[config.mk]
export PLATFORM = sky130hd
export DESIGN_NAME = hrpac_cfg
export DESIGN_NICKNAME = d
export VERILOG_FILES = /design/src/sv/hrpac_pkg.sv /design/src/sv/hrpac_cfg.sv
export SDC_FILE = /design/constraint.sdc
export NUM_CORES = 1
export LEC_CHECK = 0
export BUFFER_PORTS_ARGS = -buffer_cell sky130_fd_sc_hd__buf_4
export CAP_MARGIN = 20
export CORE_MARGIN = 4
export CORE_UTILIZATION = 50
export CTS_CLUSTER_SIZE = 14
export DETAILED_ROUTE_END_ITERATION = 10
export GPL_TIMING_DRIVEN = 0
export HOLD_SLACK_MARGIN = 0.15
export PLACE_DENSITY_LB_ADDON = 0.12
export SETUP_SLACK_MARGIN = 0.02
export SLEW_MARGIN = 15
export SYNTH_ARGS = -nofsm -noshare
export SYNTH_HDL_FRONTEND = slang
export SYNTH_SLANG_ARGS = --single-unit
[constraint.sdc]
create_clock -name clk -period 1.7 [get_ports clk]
set_clock_uncertainty 0.2 [all_clocks]
set_input_delay 0.085 -clock clk [delete_from_list [all_inputs] [get_ports clk]]
set_output_delay 0.085 -clock clk [all_outputs]
set_load 0.1 [all_outputs]
[src/sv/hrpac_pkg.sv]
// ---------------------------------------------------------------------------
// hrpac_pkg
// Shared types and constants of the heater ramp phase-angle control core.
// ---------------------------------------------------------------------------
package hrpac_pkg;

  localparam int CHANNELS   = 3;
  localparam int ZC_W       = 3;
  localparam int TEMP_W     = 16;
  localparam int LIM_W      = 12;
  localparam int TALLY_W    = 15;
  localparam int PWR_W      = 7;
  localparam int CNT_W      = 7;
  localparam int CFG_IDX_W  = 3;
  localparam int CFG_DATA_W = 15;

  localparam logic [CNT_W-1:0]   COUNT_CAP    = 7'd105;
  localparam logic [CNT_W-1:0]   DELAY_OFF    = 7'd110;
  localparam logic [PWR_W-1:0]   PWR_MAX      = 7'd100;
  localparam logic [PWR_W-1:0]   PWR_CLIP     = 7'd99;
  localparam logic [PWR_W-1:0]   PWR_MIN_FIRE = 7'd5;
  localparam logic [CNT_W-1:0]   DELAY_BASE   = 7'd100;
  localparam logic [TALLY_W-1:0] TALLY_MAX    = 15'd32767;
  localparam logic signed [TEMP_W-1:0] SETPOINT_NONE = -16'sd50;
  localparam logic signed [TEMP_W-1:0] TEMP_ABSENT   = -16'sd1;

  typedef enum logic {
    KIND_TICK = 1'b0,
    KIND_CTRL = 1'b1
  } kind_t;

  typedef enum logic [CFG_IDX_W-1:0] {
    CFG_SETPOINT_ONE   = 3'd0,
    CFG_SETPOINT_TWO   = 3'd1,
    CFG_SETPOINT_THREE = 3'd2,
    CFG_HEATER_LIMIT   = 3'd3,
    CFG_FAULT_LIMIT    = 3'd4,
    CFG_FAULT_CNT_LIM  = 3'd5,
    CFG_DOWN_STEP      = 3'd6
  } cfg_idx_t;

  typedef struct packed {
    logic signed [LIM_W-1:0] setpoint_one;
    logic signed [LIM_W-1:0] setpoint_two;
    logic signed [LIM_W-1:0] setpoint_three;
    logic signed [LIM_W-1:0] heater_limit;
    logic signed [LIM_W-1:0] fault_limit;
    logic [TALLY_W-1:0]      fault_count_limit;
    logic [PWR_W-1:0]        down_step;
  } cfg_t;

  typedef struct packed {
    logic                     kind;
    logic [ZC_W-1:0]          zero_cross;
    logic signed [TEMP_W-1:0] heater_temp;
    logic signed [TEMP_W-1:0] room_temp;
    logic [2:0]               mode_switches;
  } item_t;

  typedef struct packed {
    logic [PWR_W-1:0]   power_level;
    logic               error_flag;
    logic [TALLY_W-1:0] fault_total;
  } status_t;

endpackage

[src/sv/hrpac_cfg.sv]
// ---------------------------------------------------------------------------
// hrpac_cfg
// Configuration register file, write-only.
// ---------------------------------------------------------------------------
module hrpac_cfg
  import hrpac_pkg::*;
(
  input  logic                  clk,
  input  logic                  rst_n,
  input  logic                  we,
  input  logic [CFG_IDX_W-1:0]  index,
  input  logic [CFG_DATA_W-1:0] wdata,
  output cfg_t                  cfg
);

  cfg_t cfg_r;
  cfg_t cfg_nxt;

  always_comb begin
    cfg_nxt = cfg_r;
    if (we) begin
      case (cfg_idx_t'(index))
        CFG_SETPOINT_ONE:   cfg_nxt.setpoint_one      = wdata[LIM_W-1:0];
        CFG_SETPOINT_TWO:   cfg_nxt.setpoint_two      = wdata[LIM_W-1:0];
        CFG_SETPOINT_THREE: cfg_nxt.setpoint_three    = wdata[LIM_W-1:0];
        CFG_HEATER_LIMIT:   cfg_nxt.heater_limit      = wdata[LIM_W-1:0];
        CFG_FAULT_LIMIT:    cfg_nxt.fault_limit       = wdata[LIM_W-1:0];
        CFG_FAULT_CNT_LIM:  cfg_nxt.fault_count_limit = wdata[TALLY_W-1:0];
        CFG_DOWN_STEP:      cfg_nxt.down_step         = wdata[PWR_W-1:0];
        default: ;
      endcase
    end
  end

  always_ff @(posedge clk) begin
    if (!rst_n) begin
      cfg_r.setpoint_one      <= 12'sd288;
      cfg_r.setpoint_two      <= 12'sd352;
      cfg_r.setpoint_three    <= 12'sd384;
      cfg_r.heater_limit      <= 12'sd800;
      cfg_r.fault_limit       <= 12'sd1200;
      cfg_r.fault_count_limit <= 15'd100;
      cfg_r.down_step         <= 7'd20;
    end else begin
      cfg_r <= cfg_nxt;
    end
  end

  assign cfg = cfg_r;

endmodule

Word-level counts from Yosys, hierarchy flattened

Index checks and enable logic that the tools add are counted.

Bits in registers: 82
Latch bits: 0
Memory bits (writable): 0
Bits in read-only memories: 0
Bits of input ports: 21
Output and inout bits: 82
Word-level logic and storage cells: 21
Memories kept: 0

Add/subtract/negate cells: 0
Multipliers: 0
Div/mod/pow operators: 0
Magnitude comparators: 0
Equal/unequal tests: 6
Shift-type cells: 0
Muxes and demuxes: 0
Bitwise operators: 0
Reduce and logical (&&, ||, !) cells: 8

Operator list:

| cell                                                | count |
|---|---|
| AND reduction 2 bit                                 | 7 |
| equality test 3 bit, second input constant          | 3 |
| equality test 3 x 2 -> 1 bit, second input constant | 2 |
| equality test 3 x 1 -> 1 bit, second input constant | 1 |
| zero test 3 bit                                     | 1 |

Logic depth before layout (Yosys ltp)

Gate-level depths: netlist of run 1.

Word-level depth: 2
Mapped depth: 5
Depth with buffers taken out: 2

Least setup slack after synthesis of run 1

OpenSTA, ideal clock, no wires.

Path kind: register -> register
Start point: register, netlist name cfg[0]
End point: register cfg_r, in the netlist cfg[0]
Data arrival time: 1.158 ns
Required time: 1.428 ns
Setup slack: 0.270 ns
Cell stages (with the launch flop): 3
Path buffers: 0
Period minus slack after synthesis: 1.430 ns
Path through: dfxtp_1 nand2_1 mux2i_1

RTL lines:

| item                 | RTL line        | text |
|---|---|---|
| to (signal assigned) | hrpac_cfg.sv:45 | `cfg_r <= cfg_nxt;` |
| to (decl)            | hrpac_cfg.sv:16 | `cfg_t cfg_r;` |

Worst setup path in the final report of run 1

Start point: input port we
End point: register cfg_r, in the netlist cfg[75]

Cells in the longest elaborated chain, start to end: 1

Ends and longest elaborated chain:

| item                                 | RTL line        | text |
|---|---|---|
| from (decl)                          | hrpac_cfg.sv:10 | `input logic we,` |
| AND reduction 2 bit (no source line) | -               |  |

Every way passes these cells.
A chain may end at the register's enable or synchronous reset.

==> flow_summary_export.csv, run 1 <==
group,metric,value,unit
worst_setup_path,required,1.72,ns
finish,antennaDiodeCount,0,
power,part_of_the_total_power_dissipated_in_combinational_logic,14.9,%
timing,finalCriticalPeriod,1.64,ns
clock_network,cts.reportedPaths.clkPinSlew,0.08,ns
finish,finalNetCount,450,
detailed_routing,detailroute.via_count,2540,
detailed_routing,detailedRoute.firstIterationViolations,69,
global_routing,grt_antenna_before_repair,0,
yosys,post_synthesis_sequential_area_ratio,52.8,%
timing,postLayoutSetupSlackWorst,0.0620,ns
timing,rsz0062_at_grt,"no",
worst_setup_path,cpLargestDelayFamily,"buffers and inverters",
yosys,synth_area,0.00311,mm^2
finish,largest_register_ff_count,82,
finish,layout.cell_area.non_filler,0.00441,mm^2
finish,final_layout_size_suffix_gt1_share,29.5,%
worst_setup_path,maximum_fanout_count_along_the_critical_path,10,
floorplan,core-area,0.00599,mm^2
power,p_sw,1.21,mW
timing,max_freq,611,MHz
power,clockPowerShare,39.7,%
global_routing,groute.usage.overall,23.7,%
status,outcome,"finished, violations left",
status,violated_checks,"negative hold slack",
worst_setup_path,critPathBufInv,4,
global_routing,grt_start_max_net_pins,15,
placement,hpwlAfterDp,5850,um
power,cellInternalPower,3.16,mW
clock_network,cts_hold_buf,18,
worst_setup_path,worstSetupPathType,"input port to register",
floorplan,floorplan.io_pins,103,
detailed_routing,detail_route.drc_violations,0,
timing,slew_headroom,56.9,%
placement,preCtsSetupSlack,0.0444,ns
worst_hold_path,hold_path.class,"input port to register",
worst_setup_path,crit_path_max_incr_delay,0.53,ns
placement,io_buffers,101,
yosys,ys_warn_count,0,
global_routing,grt_peak_use_layer,"met2",
timing,hold_ws,-0.0919,ns
yosys,syn_inst,299,
timing,finalSetupViolCount,0,
clock_network,cts_inserted_buffers,9,
worst_setup_path,worst_setup_path_end_kind,"register",
power,powerDensity,991,mW/mm^2
timing,timing.setup.tns,0,ns
detailed_routing,detail-route-antenna-nets,0,
power,worst_ir_drop_vdd,0.000576,V
placement,gp_routability_congestion,0.789,
global_routing,grt_pass1_vias,2603,
global_routing,grtUsageMet2,39.0,%
timing,post-route-period-util,96.4,%
yosys,synth_seq_cells,82,
detailed_routing,drt_wl_total,8510,um
floorplan,number_of_placement_rows,28,
yosys,synth.lib_cells_used.distinct,13,
clock_network,clock_insertion_delay_worst_skew,0.35,ns
global_routing,globalRouteMet3Util,6.81,%
yosys,synth.net_count,320,
global_routing,globalRouteOverflowTotal,0,
finish,area_growth_syn_to_layout,41.7,%
timing,hold_viol,3,
floorplan,start_util,51.9,%
global_routing,global_route_wire_length_before_repair,13600,um
worst_setup_path,critical_path.cell_chain,"dlygate4sd3_1 -> buf_4 -> or4b_1 -> buf_2 -> buf_6 -> mux2i_1",
floorplan,fp.dieArea,0.00755,mm^2
clock_network,cts-root-to-sink-buffers,2,
floorplan,die_y,86.9,um
detailed_routing,routed_via_density,4.99,
timing,number_of_slew_limit_violations_in_the_final_report,0,
clock_network,cts_sinks,82,
worst_setup_path,worst_ep_arrival_time,1.66,ns
detailed_routing,routedWlPerCell,16.7,um
clock_network,tritoncts_clock_tree,"done",
clock_network,cts.repair_timing.setup_buffer_count,0,
floorplan,die_width,86.9,um
clock_network,cts_root_buffer,"sky130_fd_sc_hd__clkbuf_8",
power,leakage,2.11,nW
flow_run,max_cap_violations,0,
placement,placed_cell_area,0.00396,mm^2
worst_setup_path,critPathLaunchType,"input port",
worst_setup_path,critPathSlowestCell,"sky130_fd_sc_hd__dlygate4sd3_1",
timing,timing_worst_slew_pin_value,0.646,ns
clock_network,cts.htree.levels,3,
detailed_routing,number_of_detailed_route_iterations_in_the_first_pass,4,
yosys,synthesis.area_per_instance,10.4,um^2
power,power_switching_share,27.7,%
finish,layout.cells.most_common_list,"101 x sky130_fd_sc_hd__buf_4, 82 x sky130_fd_sc_hd__mux2i_1, 82 x sky130_fd_sc_hd__dfxtp_1",
global_routing,grt.met1_usage,30.2,%
power,power_frac_seq,45.5,%
finish,layout.cells.most_common,"sky130_fd_sc_hd__buf_4",
[per-layer routing]
layer / wire length (um) / part of all wire, % / vias up
li1: - / - / 1252
met1: 3810 / 45 / 1198
met2: 4020 / 47 / 79
met3: 579 / 6.8 / 11
met4: 102 / 1.2 / 0
met5: 0 / 0 / -
[power by group through the flow]
stage          Sequential [mW]  Clock, mW  Combinational [mW]
4_1_cts                   1.99       1.75               0.649
2_1_floorplan             2.33          0               0.143
3_3_place_gp              2.03          0               0.611
3_5_place_dp              2.03          0               0.617
6_report                  1.99       1.73               0.650
5_1_grt                   1.99       1.83               0.679
[final timing paths]
path,start,cells after the start,slack (ns),end
worst min register to register,cfg[19],2,0.26,cfg[19]
worst max register to register,cfg[45],3,0.35,cfg[45]
worst max-delay path,we,6,0.06,cfg[75]
worst min-delay path,index[1],3,-0.09,cfg[26]
[metrics by stage]
step	instances	utilization (%)	total power, mW
final	509	73.6	4.37
after CTS	509	73.4	4.39
after global routing	509	73.6	4.50
after floorplan	299	-	2.48
after global placement	475	66.1	2.64
after detailed placement	475	66.1	2.65
[timing repair]
| item | in CTS | in global routing |
|---|---|---|
| setup endpoints to repair | 0 | 7 |
| hold endpoints to repair | 82 | 9 |
| gates resized for setup | 0 | 5 |
[Yosys cell counts]
library cell	instances	share of area [%]
sky130_fd_sc_hd__nand4bb_1	1	0.36
sky130_fd_sc_hd__and4bb_2	2	0.80
sky130_fd_sc_hd__buf_2	6	0.97
sky130_fd_sc_hd__nor4bb_1	1	0.32
sky130_fd_sc_hd__and4b_1	1	0.32
sky130_fd_sc_hd__nor2b_1	27	5.4
sky130_fd_sc_hd__dfxtp_1	82	53
sky130_fd_sc_hd__buf_6	1	0.36
sky130_fd_sc_hd__mux2i_1	82	26
sky130_fd_sc_hd__clkbuf_1	14	1.7
sky130_fd_sc_hd__nand4b_1	3	0.84
sky130_fd_sc_hd__nand2_1	78	9.4
sky130_fd_sc_hd__or4b_1	1	0.32
[area by class of cell]
type | instances | area, um^2
multi-input cells | 196 | 1380
plain buffers | 21 | 97.6
clock inverters | 6 | 114
clock buffers | 10 | 138
fillers | 450 | 1580
well taps | 75 | 93.8
repair buffers | 119 | 941
flip-flops and latches | 82 | 1640
[worst min-delay path: cells and delay by family]
| family | cells | cell delay [ns] |
|---|---|---|
| simple gates | 1 | 0.08 |
| buf+inv | 1 | 0.13 |
| mux | 1 | 0.12 |
[cells by family (layout without fill, tap and decap cells)]
| kind of cell | count (synthesis) | in the layout | share of synthesized area (%) |
|---|---|---|---|
| multiplexers | 82 | 82 | 26.4 |
| flip-flops | 82 | 82 | 52.8 |
| AND/OR/NAND/NOR | 114 | 114 | 17.8 |
| buffers and inverters | 21 | 156 | 3.02 |
No activity file was read; power rests on OpenSTA's default activity.
==> inputs of run 2 (changes only) <==
--- a/config.mk
+++ b/config.mk
@@ -7,12 +7,14 @@
 export LEC_CHECK = 0
 export BUFFER_PORTS_ARGS = -buffer_cell sky130_fd_sc_hd__buf_4
 export CAP_MARGIN = 20
+export CORE_ASPECT_RATIO = 0.5
 export CORE_MARGIN = 4
 export CORE_UTILIZATION = 50
 export CTS_CLUSTER_SIZE = 14
 export DETAILED_ROUTE_END_ITERATION = 10
 export GPL_TIMING_DRIVEN = 0
 export HOLD_SLACK_MARGIN = 0.15
+export MAX_ROUTING_LAYER = met4
 export PLACE_DENSITY_LB_ADDON = 0.12
 export SETUP_SLACK_MARGIN = 0.02
 export SLEW_MARGIN = 15
==> run 2 against run 1 <==
The flow now finishes without violations. Global-route usage up 0.90 points. Via count is 4.2% higher. Sequential power is essentially flat. Critical endpoint is now cfg[71]. Clock power up 15%. Sequential cell count unchanged. Non-clock buffer count increased by 3. Register-to-register slack lost 0.04 ns. Combinational power increased by 0.8%. Final cell count grew 2.4%.
==> flow_summary_export.csv, run 2 (synthesis gave the netlist of run 1 again) <==
group,metric,value,unit
status,outcome,"finished clean",
worst_setup_path,critPathLaunchType,"input port",
floorplan,fp.dieArea,0.00762,mm^2
floorplan,die_width,120,um
worst_setup_path,crit_path_max_incr_delay,0.60,ns
finish,layout.cells.most_common,"sky130_fd_sc_hd__buf_4",
worst_setup_path,worst_r2r_endpoint,"cfg[26]",
worst_setup_path,worstSetupPathType,"input port to register",
finish,fillerInstances,388,
timing,rsz0062_at_grt,"no",
finish,area_growth_syn_to_layout,44.8,%
global_routing,groute.usage.overall,24.6,%
worst_setup_path,worst_setup_path_end_kind,"register",
finish,finalNetCount,453,
detailed_routing,detail_route.drc_violations,0,
clock_network,cts.htree.levels,3,
worst_setup_path,critPathSlowestCell,"sky130_fd_sc_hd__dlygate4sd3_1",
power,leakage,2.14,nW
worst_setup_path,worst_ep_arrival_time,1.62,ns
flow_run,max_cap_violations,0,
clock_network,cts-root-to-sink-buffers,2,
clock_network,tritoncts_clock_tree,"done",
power,power,4.63,mW
detailed_routing,drt_wl_total,9020,um
detailed_routing,number_of_detailed_route_iterations_in_the_first_pass,6,
power,powerDensity,1030,mW/mm^2
power,worst_ir_drop_vdd,0.000707,V
worst_setup_path,maximum_fanout_count_along_the_critical_path,9,
timing,post-route-period-util,94.8,%
floorplan,number_of_placement_rows,19,
timing,number_of_slew_limit_violations_in_the_final_report,0,
clock_network,cts_inserted_buffers,9,
worst_hold_path,whs_endpoint,"cfg[73]",
global_routing,grt_pass1_vias,2736,
placement,io_buffers,101,
placement,gp_routability_congestion,0.799,
finish,layout.cells.most_common_list,"101 x sky130_fd_sc_hd__buf_4, 82 x sky130_fd_sc_hd__mux2i_1, 82 x sky130_fd_sc_hd__dfxtp_1",
worst_setup_path,reg2reg_setup_slack,0.31,ns
detailed_routing,detailroute.via_count,2647,
clock_network,cts.reportedPaths.clkPinSlew,0.06,ns
timing,slew_headroom,56.0,%
worst_hold_path,hold_path.class,"input port to register",
global_routing,global_route_wire_length_before_repair,14200,um
timing,hold_viol,0,
timing,finalSetupViolCount,0,
worst_setup_path,regToRegStartpoint,"cfg[26]",
timing,timing_worst_slew_pin_value,0.659,ns
detailed_routing,detail-route-antenna-nets,0,
floorplan,core-area,0.00575,mm^2
worst_setup_path,critical_path.cell_chain,"buf_4 -> or4b_1 -> buf_2 -> dlygate4sd3_1 -> mux2i_1",
clock_network,clock_insertion_delay_worst_skew,0.33,ns
finish,final_layout_size_suffix_gt1_share,29.1,%
global_routing,globalRouteOverflowTotal,0,
finish,antennaDiodeCount,0,
finish,largest_register_ff_count,82,
floorplan,die_y,63.8,um
global_routing,grt_antenna_before_repair,0,
worst_setup_path,timing.reg2reg.worst_path_depth,3,
floorplan,start_util,54.1,%
global_routing,grt_start_max_net_pins,15,
worst_setup_path,required,1.71,ns
timing,timing.setup.tns,0,ns
timing,max_freq,621,MHz
worst_hold_path,holdPathStages,4,
clock_network,cts_root_buffer,"sky130_fd_sc_hd__clkbuf_16",
detailed_routing,routedWlPerCell,17.3,um
clock_network,cts_sinks,82,
timing,finalCriticalPeriod,1.61,ns
detailed_routing,routed_via_density,5.08,
placement,hpwlAfterDp,6130,um
floorplan,floorplan.io_pins,103,
detailed_routing,detailedRoute.firstIterationViolations,223,
worst_hold_path,hp-start,"rst_n",
[run 2: cell types whose count changed in the layout (fill, tap and decap cells not counted), sizes merged]
cell | before | now
dlygate4sd3 | 17 | 21
dlymetal6s4s | 1 | 0
inv | 0 | 1
clkinv | 1 | 0
bufinv | 3 | 1
buf | 107 | 108
clkinvlp | 2 | 3
[run 2: routing by layer]
layer | track usage, % | share of wire [%]
met1 | 29.8 | 43
met2 | 40.3 | 47
met3 | 7.22 | 8.1
met4 | 7.56 | 1.6
met5 | - | 0
[run 2: repair_timing]
| item | CTS | global route |
|---|---|---|
| hold buffers | 20 | 1 |
| buffers inserted | 0 | 0 |
| setup endpoints to repair | 0 | 1 |
| hold endpoints to repair | 82 | 2 |
| gates resized for setup | 0 | 1 |
[run 2: worst max path at each step]
stage / start / endpoint / cells after the start
3_5_place_dp: rst_n / cfg[18] / 5
2_1_floorplan: cfg[0] / cfg[0] / 2
6_report: index[0] / cfg[71] / 5
5_1_grt: index[0] / cfg[71] / 5
4_1_cts: index[0] / cfg[26] / 4
3_3_place_gp: rst_n / cfg[44] / 5
[run 2: final cells by class]
| class | count | area, um^2 | area share (%) |
|---|---|---|---|
| clock inverters | 5 | 61.3 | 1.36 |
| flip-flops and latches | 82 | 1640 | 36.4 |
| multi-input cells | 196 | 1380 | 30.7 |
| clock buffers | 11 | 253 | 5.61 |
| well taps | 84 | 105 | 2.33 |
| plain buffers | 21 | 93.8 | 2.08 |
| repair buffers | 122 | 968 | 21.5 |
[run 2: per-stage QoR]
step | util (%) | hold slack [ns] | std cells | setup WS, ns | instance area, um^2
detailed placement | 69.1 | 0.161 | 484 | 0.0530 | 3970
global placement | 69.1 | 0.147 | 484 | 0.102 | 3970
CTS | 78.0 | -0.0419 | 520 | 0.0563 | 4490
floorplan | - | 0.0272 | 299 | 0.270 | 3110
global route | 78.3 | 0.237 | 521 | 0.0293 | 4500
finish | 78.3 | 0.207 | 521 | 0.0889 | 4500
[run 2: power breakdown]
| part | internal (mW) | switching (mW) |
|---|---|---|
| logic | 0.177 | 0.478 |
| registers | 1.96 | 0.0251 |
| clock network | 1.22 | 0.767 |
[run 2: critical path: cells and delay by family]
kind          cells  cell delay (ns)
buf+inv           3             0.88
simple gates      1             0.51
mux               1             0.13
==> inputs of run 3 (changes only) <==
--- a/config.mk
+++ b/config.mk
@@ -9,7 +9,7 @@
 export CAP_MARGIN = 20
 export CORE_ASPECT_RATIO = 0.5
 export CORE_MARGIN = 4
-export CORE_UTILIZATION = 50
+export CORE_UTILIZATION = 54
 export CTS_CLUSTER_SIZE = 14
 export DETAILED_ROUTE_END_ITERATION = 10
 export GPL_TIMING_DRIVEN = 0
@@ -17,7 +17,6 @@
 export MAX_ROUTING_LAYER = met4
 export PLACE_DENSITY_LB_ADDON = 0.12
 export SETUP_SLACK_MARGIN = 0.02
-export SLEW_MARGIN = 15
 export SYNTH_ARGS = -nofsm -noshare
 export SYNTH_HDL_FRONTEND = slang
 export SYNTH_SLANG_ARGS = --single-unit
==> constraint.sdc (replaced) <==
create_clock -name clk -period 1.9 [get_ports clk]
set_clock_uncertainty 0.2 [all_clocks]
set_input_delay 0.095 -clock clk [delete_from_list [all_inputs] [get_ports clk]]
set_output_delay 0.095 -clock clk [all_outputs]
set_load 0.1 [all_outputs]
==> run 3 against run 2 <==
Worst setup slack worse by 0.012 ns. Power down 8.2%. Register-to-register slack better by 0.73 ns. Die area fell by 6.7%. Utilization is 2.5 points higher. Wire length barely moved. Worst hold slack better by 0.0032 ns. Critical endpoint is now cfg[76]. Largest cell class unchanged. Highest routed layer unchanged.
==> flow_summary_export.csv, run 3 (synthesis gave the netlist of run 1 again) <==
group,metric,value,unit
clock_network,clock_insertion_delay_worst_skew,0.33,ns
power,powerDensity,949,mW/mm^2
global_routing,globalRouteOverflowTotal,0,
worst_setup_path,worst_setup_path_end_kind,"register",
power,power_switching_share,27.0,%
placement,io_buffers,101,
clock_network,cts.repair_timing.setup_buffer_count,0,
finish,fillerInstances,362,
worst_hold_path,hold_path.class,"input port to register",
timing,timing.setup.tns,0,ns
global_routing,grt_start_max_net_pins,15,
detailed_routing,detailroute.via_count,2670,
floorplan,die_y,61.7,um
clock_network,cts.htree.levels,3,
placement,hpwlAfterDp,6040,um
worst_setup_path,maximum_fanout_count_along_the_critical_path,10,
detailed_routing,detailedRoute.firstIterationViolations,152,
clock_network,cts_sinks,82,
placement,gp_routability_congestion,0.762,
detailed_routing,detail-route-antenna-nets,0,
detailed_routing,routedWlPerCell,17.8,um
floorplan,start_util,56.2,%
worst_hold_path,hp-start,"rst_n",
clock_network,cts-root-to-sink-buffers,2,
worst_setup_path,worst_r2r_endpoint,"cfg[32]",
floorplan,number_of_placement_rows,19,
worst_setup_path,reg2reg_setup_slack,1.04,ns
power,leakage,2.14,nW
clock_network,cts_root_buffer,"sky130_fd_sc_hd__clkbuf_16",
finish,final_layout_size_suffix_gt1_share,29.0,%
flow_run,max_cap_violations,0,
floorplan,floorplan.io_pins,103,
status,outcome,"finished clean",
worst_hold_path,holdPathStages,4,
power,part_of_the_total_power_dissipated_in_combinational_logic,13.9,%
timing,hold_viol,0,
power,cellInternalPower,3.11,mW
detailed_routing,routed_via_density,5.26,
worst_setup_path,required,1.91,ns
finish,layout.cells.most_common,"sky130_fd_sc_hd__buf_4",
clock_network,cts.reportedPaths.clkPinSlew,0.06,ns
finish,finalNetCount,451,
finish,area_growth_syn_to_layout,44.0,%
power,power,4.25,mW
detailed_routing,number_of_detailed_route_iterations_in_the_first_pass,4,
power,power_frac_seq,41.9,%
power,worst_ir_drop_vdd,0.000676,V
global_routing,grt_pass1_vias,2789,
power,clockPowerShare,44.3,%
timing,rsz0062_at_grt,"no",
timing,number_of_slew_limit_violations_in_the_final_report,0,
detailed_routing,detail_route.drc_violations,0,
clock_network,tritoncts_clock_tree,"done",
clock_network,cts_inserted_buffers,9,
finish,antennaDiodeCount,0,
worst_setup_path,worst_ep_arrival_time,1.83,ns
floorplan,die_width,115,um
timing,max_freq,549,MHz
global_routing,grt_antenna_before_repair,0,
global_routing,global_route_wire_length_before_repair,14200,um
detailed_routing,drt_wl_total,9020,um
global_routing,groute.usage.overall,27.8,%
worst_setup_path,worst_setup_path_startpoint,"index[0]",
timing,post-route-period-util,95.9,%
worst_setup_path,regToRegStartpoint,"cfg[32]",
timing,finalSetupViolCount,0,
floorplan,fp.dieArea,0.00711,mm^2
floorplan,core-area,0.00554,mm^2
finish,layout.cells.most_common_list,"101 x sky130_fd_sc_hd__buf_4, 82 x sky130_fd_sc_hd__mux2i_1, 82 x sky130_fd_sc_hd__dfxtp_1",
worst_setup_path,worstSetupPathType,"input port to register",
timing,timing_worst_slew_pin_value,0.840,ns
worst_setup_path,critPathLaunchType,"input port",
worst_setup_path,timing.reg2reg.worst_path_depth,2,
timing,finalCriticalPeriod,1.82,ns
power,p_sw,1.15,mW
worst_hold_path,whs_endpoint,"cfg[71]",
timing,slew_headroom,43.2,%
finish,largest_register_ff_count,82,
## run 3: cell types whose count changed in the layout (fill, tap and decap cells not counted), sizes merged
cell         change
dlygate4sd3      -2
bufinv           +1
clkbuf           -1
clkinv           +1
clkinvlp         -1
## run 3: layer usage
layer  routed length (um)  track usage [%]
met1                 3900             33.3
met2                 4250             46.6
met3                  731             8.05
met4                  140             7.69
met5                    0                -
## run 3: through the flow
stage          hold WS (ns)  util [%]  cells  setup slack, ns  instance area (um^2)
2_1_floorplan        0.0372         -    299            0.470                  3110
3_3_place_gp          0.156      71.5    473            0.294                  3960
3_5_place_dp          0.169      71.5    473            0.194                  3960
4_1_cts               0.198      80.8    508            0.113                  4480
5_1_grt               0.223      80.8    508           0.0608                  4480
6_report              0.210      80.8    508           0.0772                  4480
## run 3: power by group through the flow
stage          logic (mW)  clock network, mW  registers [mW]
6_report            0.590               1.88            1.78
5_1_grt             0.612               1.99            1.78
4_1_cts             0.586               1.89            1.78
3_5_place_dp        0.552                  0            1.82
2_1_floorplan       0.128                  0            2.09
3_3_place_gp        0.546                  0            1.81
## run 3: worst max-delay path by stage
stage / end / slack, ns / cells after the start
2_1_floorplan: cfg[0] / 0.47 / 2
3_3_place_gp: cfg[41] / 0.29 / 5
5_1_grt: cfg[78] / 0.06 / 6
3_5_place_dp: cfg[17] / 0.19 / 5
4_1_cts: cfg[75] / 0.11 / 6
6_report: cfg[76] / 0.08 / 6
## run 3: cell type report
class | count | area (um^2) | area share [%]
multi-input combinational | 196 | 1380 | 30.7
timing repair buffer | 120 | 948 | 21.2
clock inverter | 6 | 88.8 | 1.98
clock buffer | 10 | 239 | 5.34
buffer | 21 | 93.8 | 2.10
tap | 73 | 91.3 | 2.04
sequential | 82 | 1640 | 36.7
## run 3: critical path, cell delays in order
cell and delay [ns]:
sky130_fd_sc_hd__dlygate4sd3_1 0.55, sky130_fd_sc_hd__buf_4 0.17, sky130_fd_sc_hd__or4b_1 0.54, sky130_fd_sc_hd__buf_2 0.17, sky130_fd_sc_hd__buf_6 0.17, sky130_fd_sc_hd__mux2i_1 0.14
## run 3: repair_timing
action / CTS / global route
hold endpoints to repair: 82 / 0
hold buffers: 19 / 0
gates resized for setup: 0 / 0
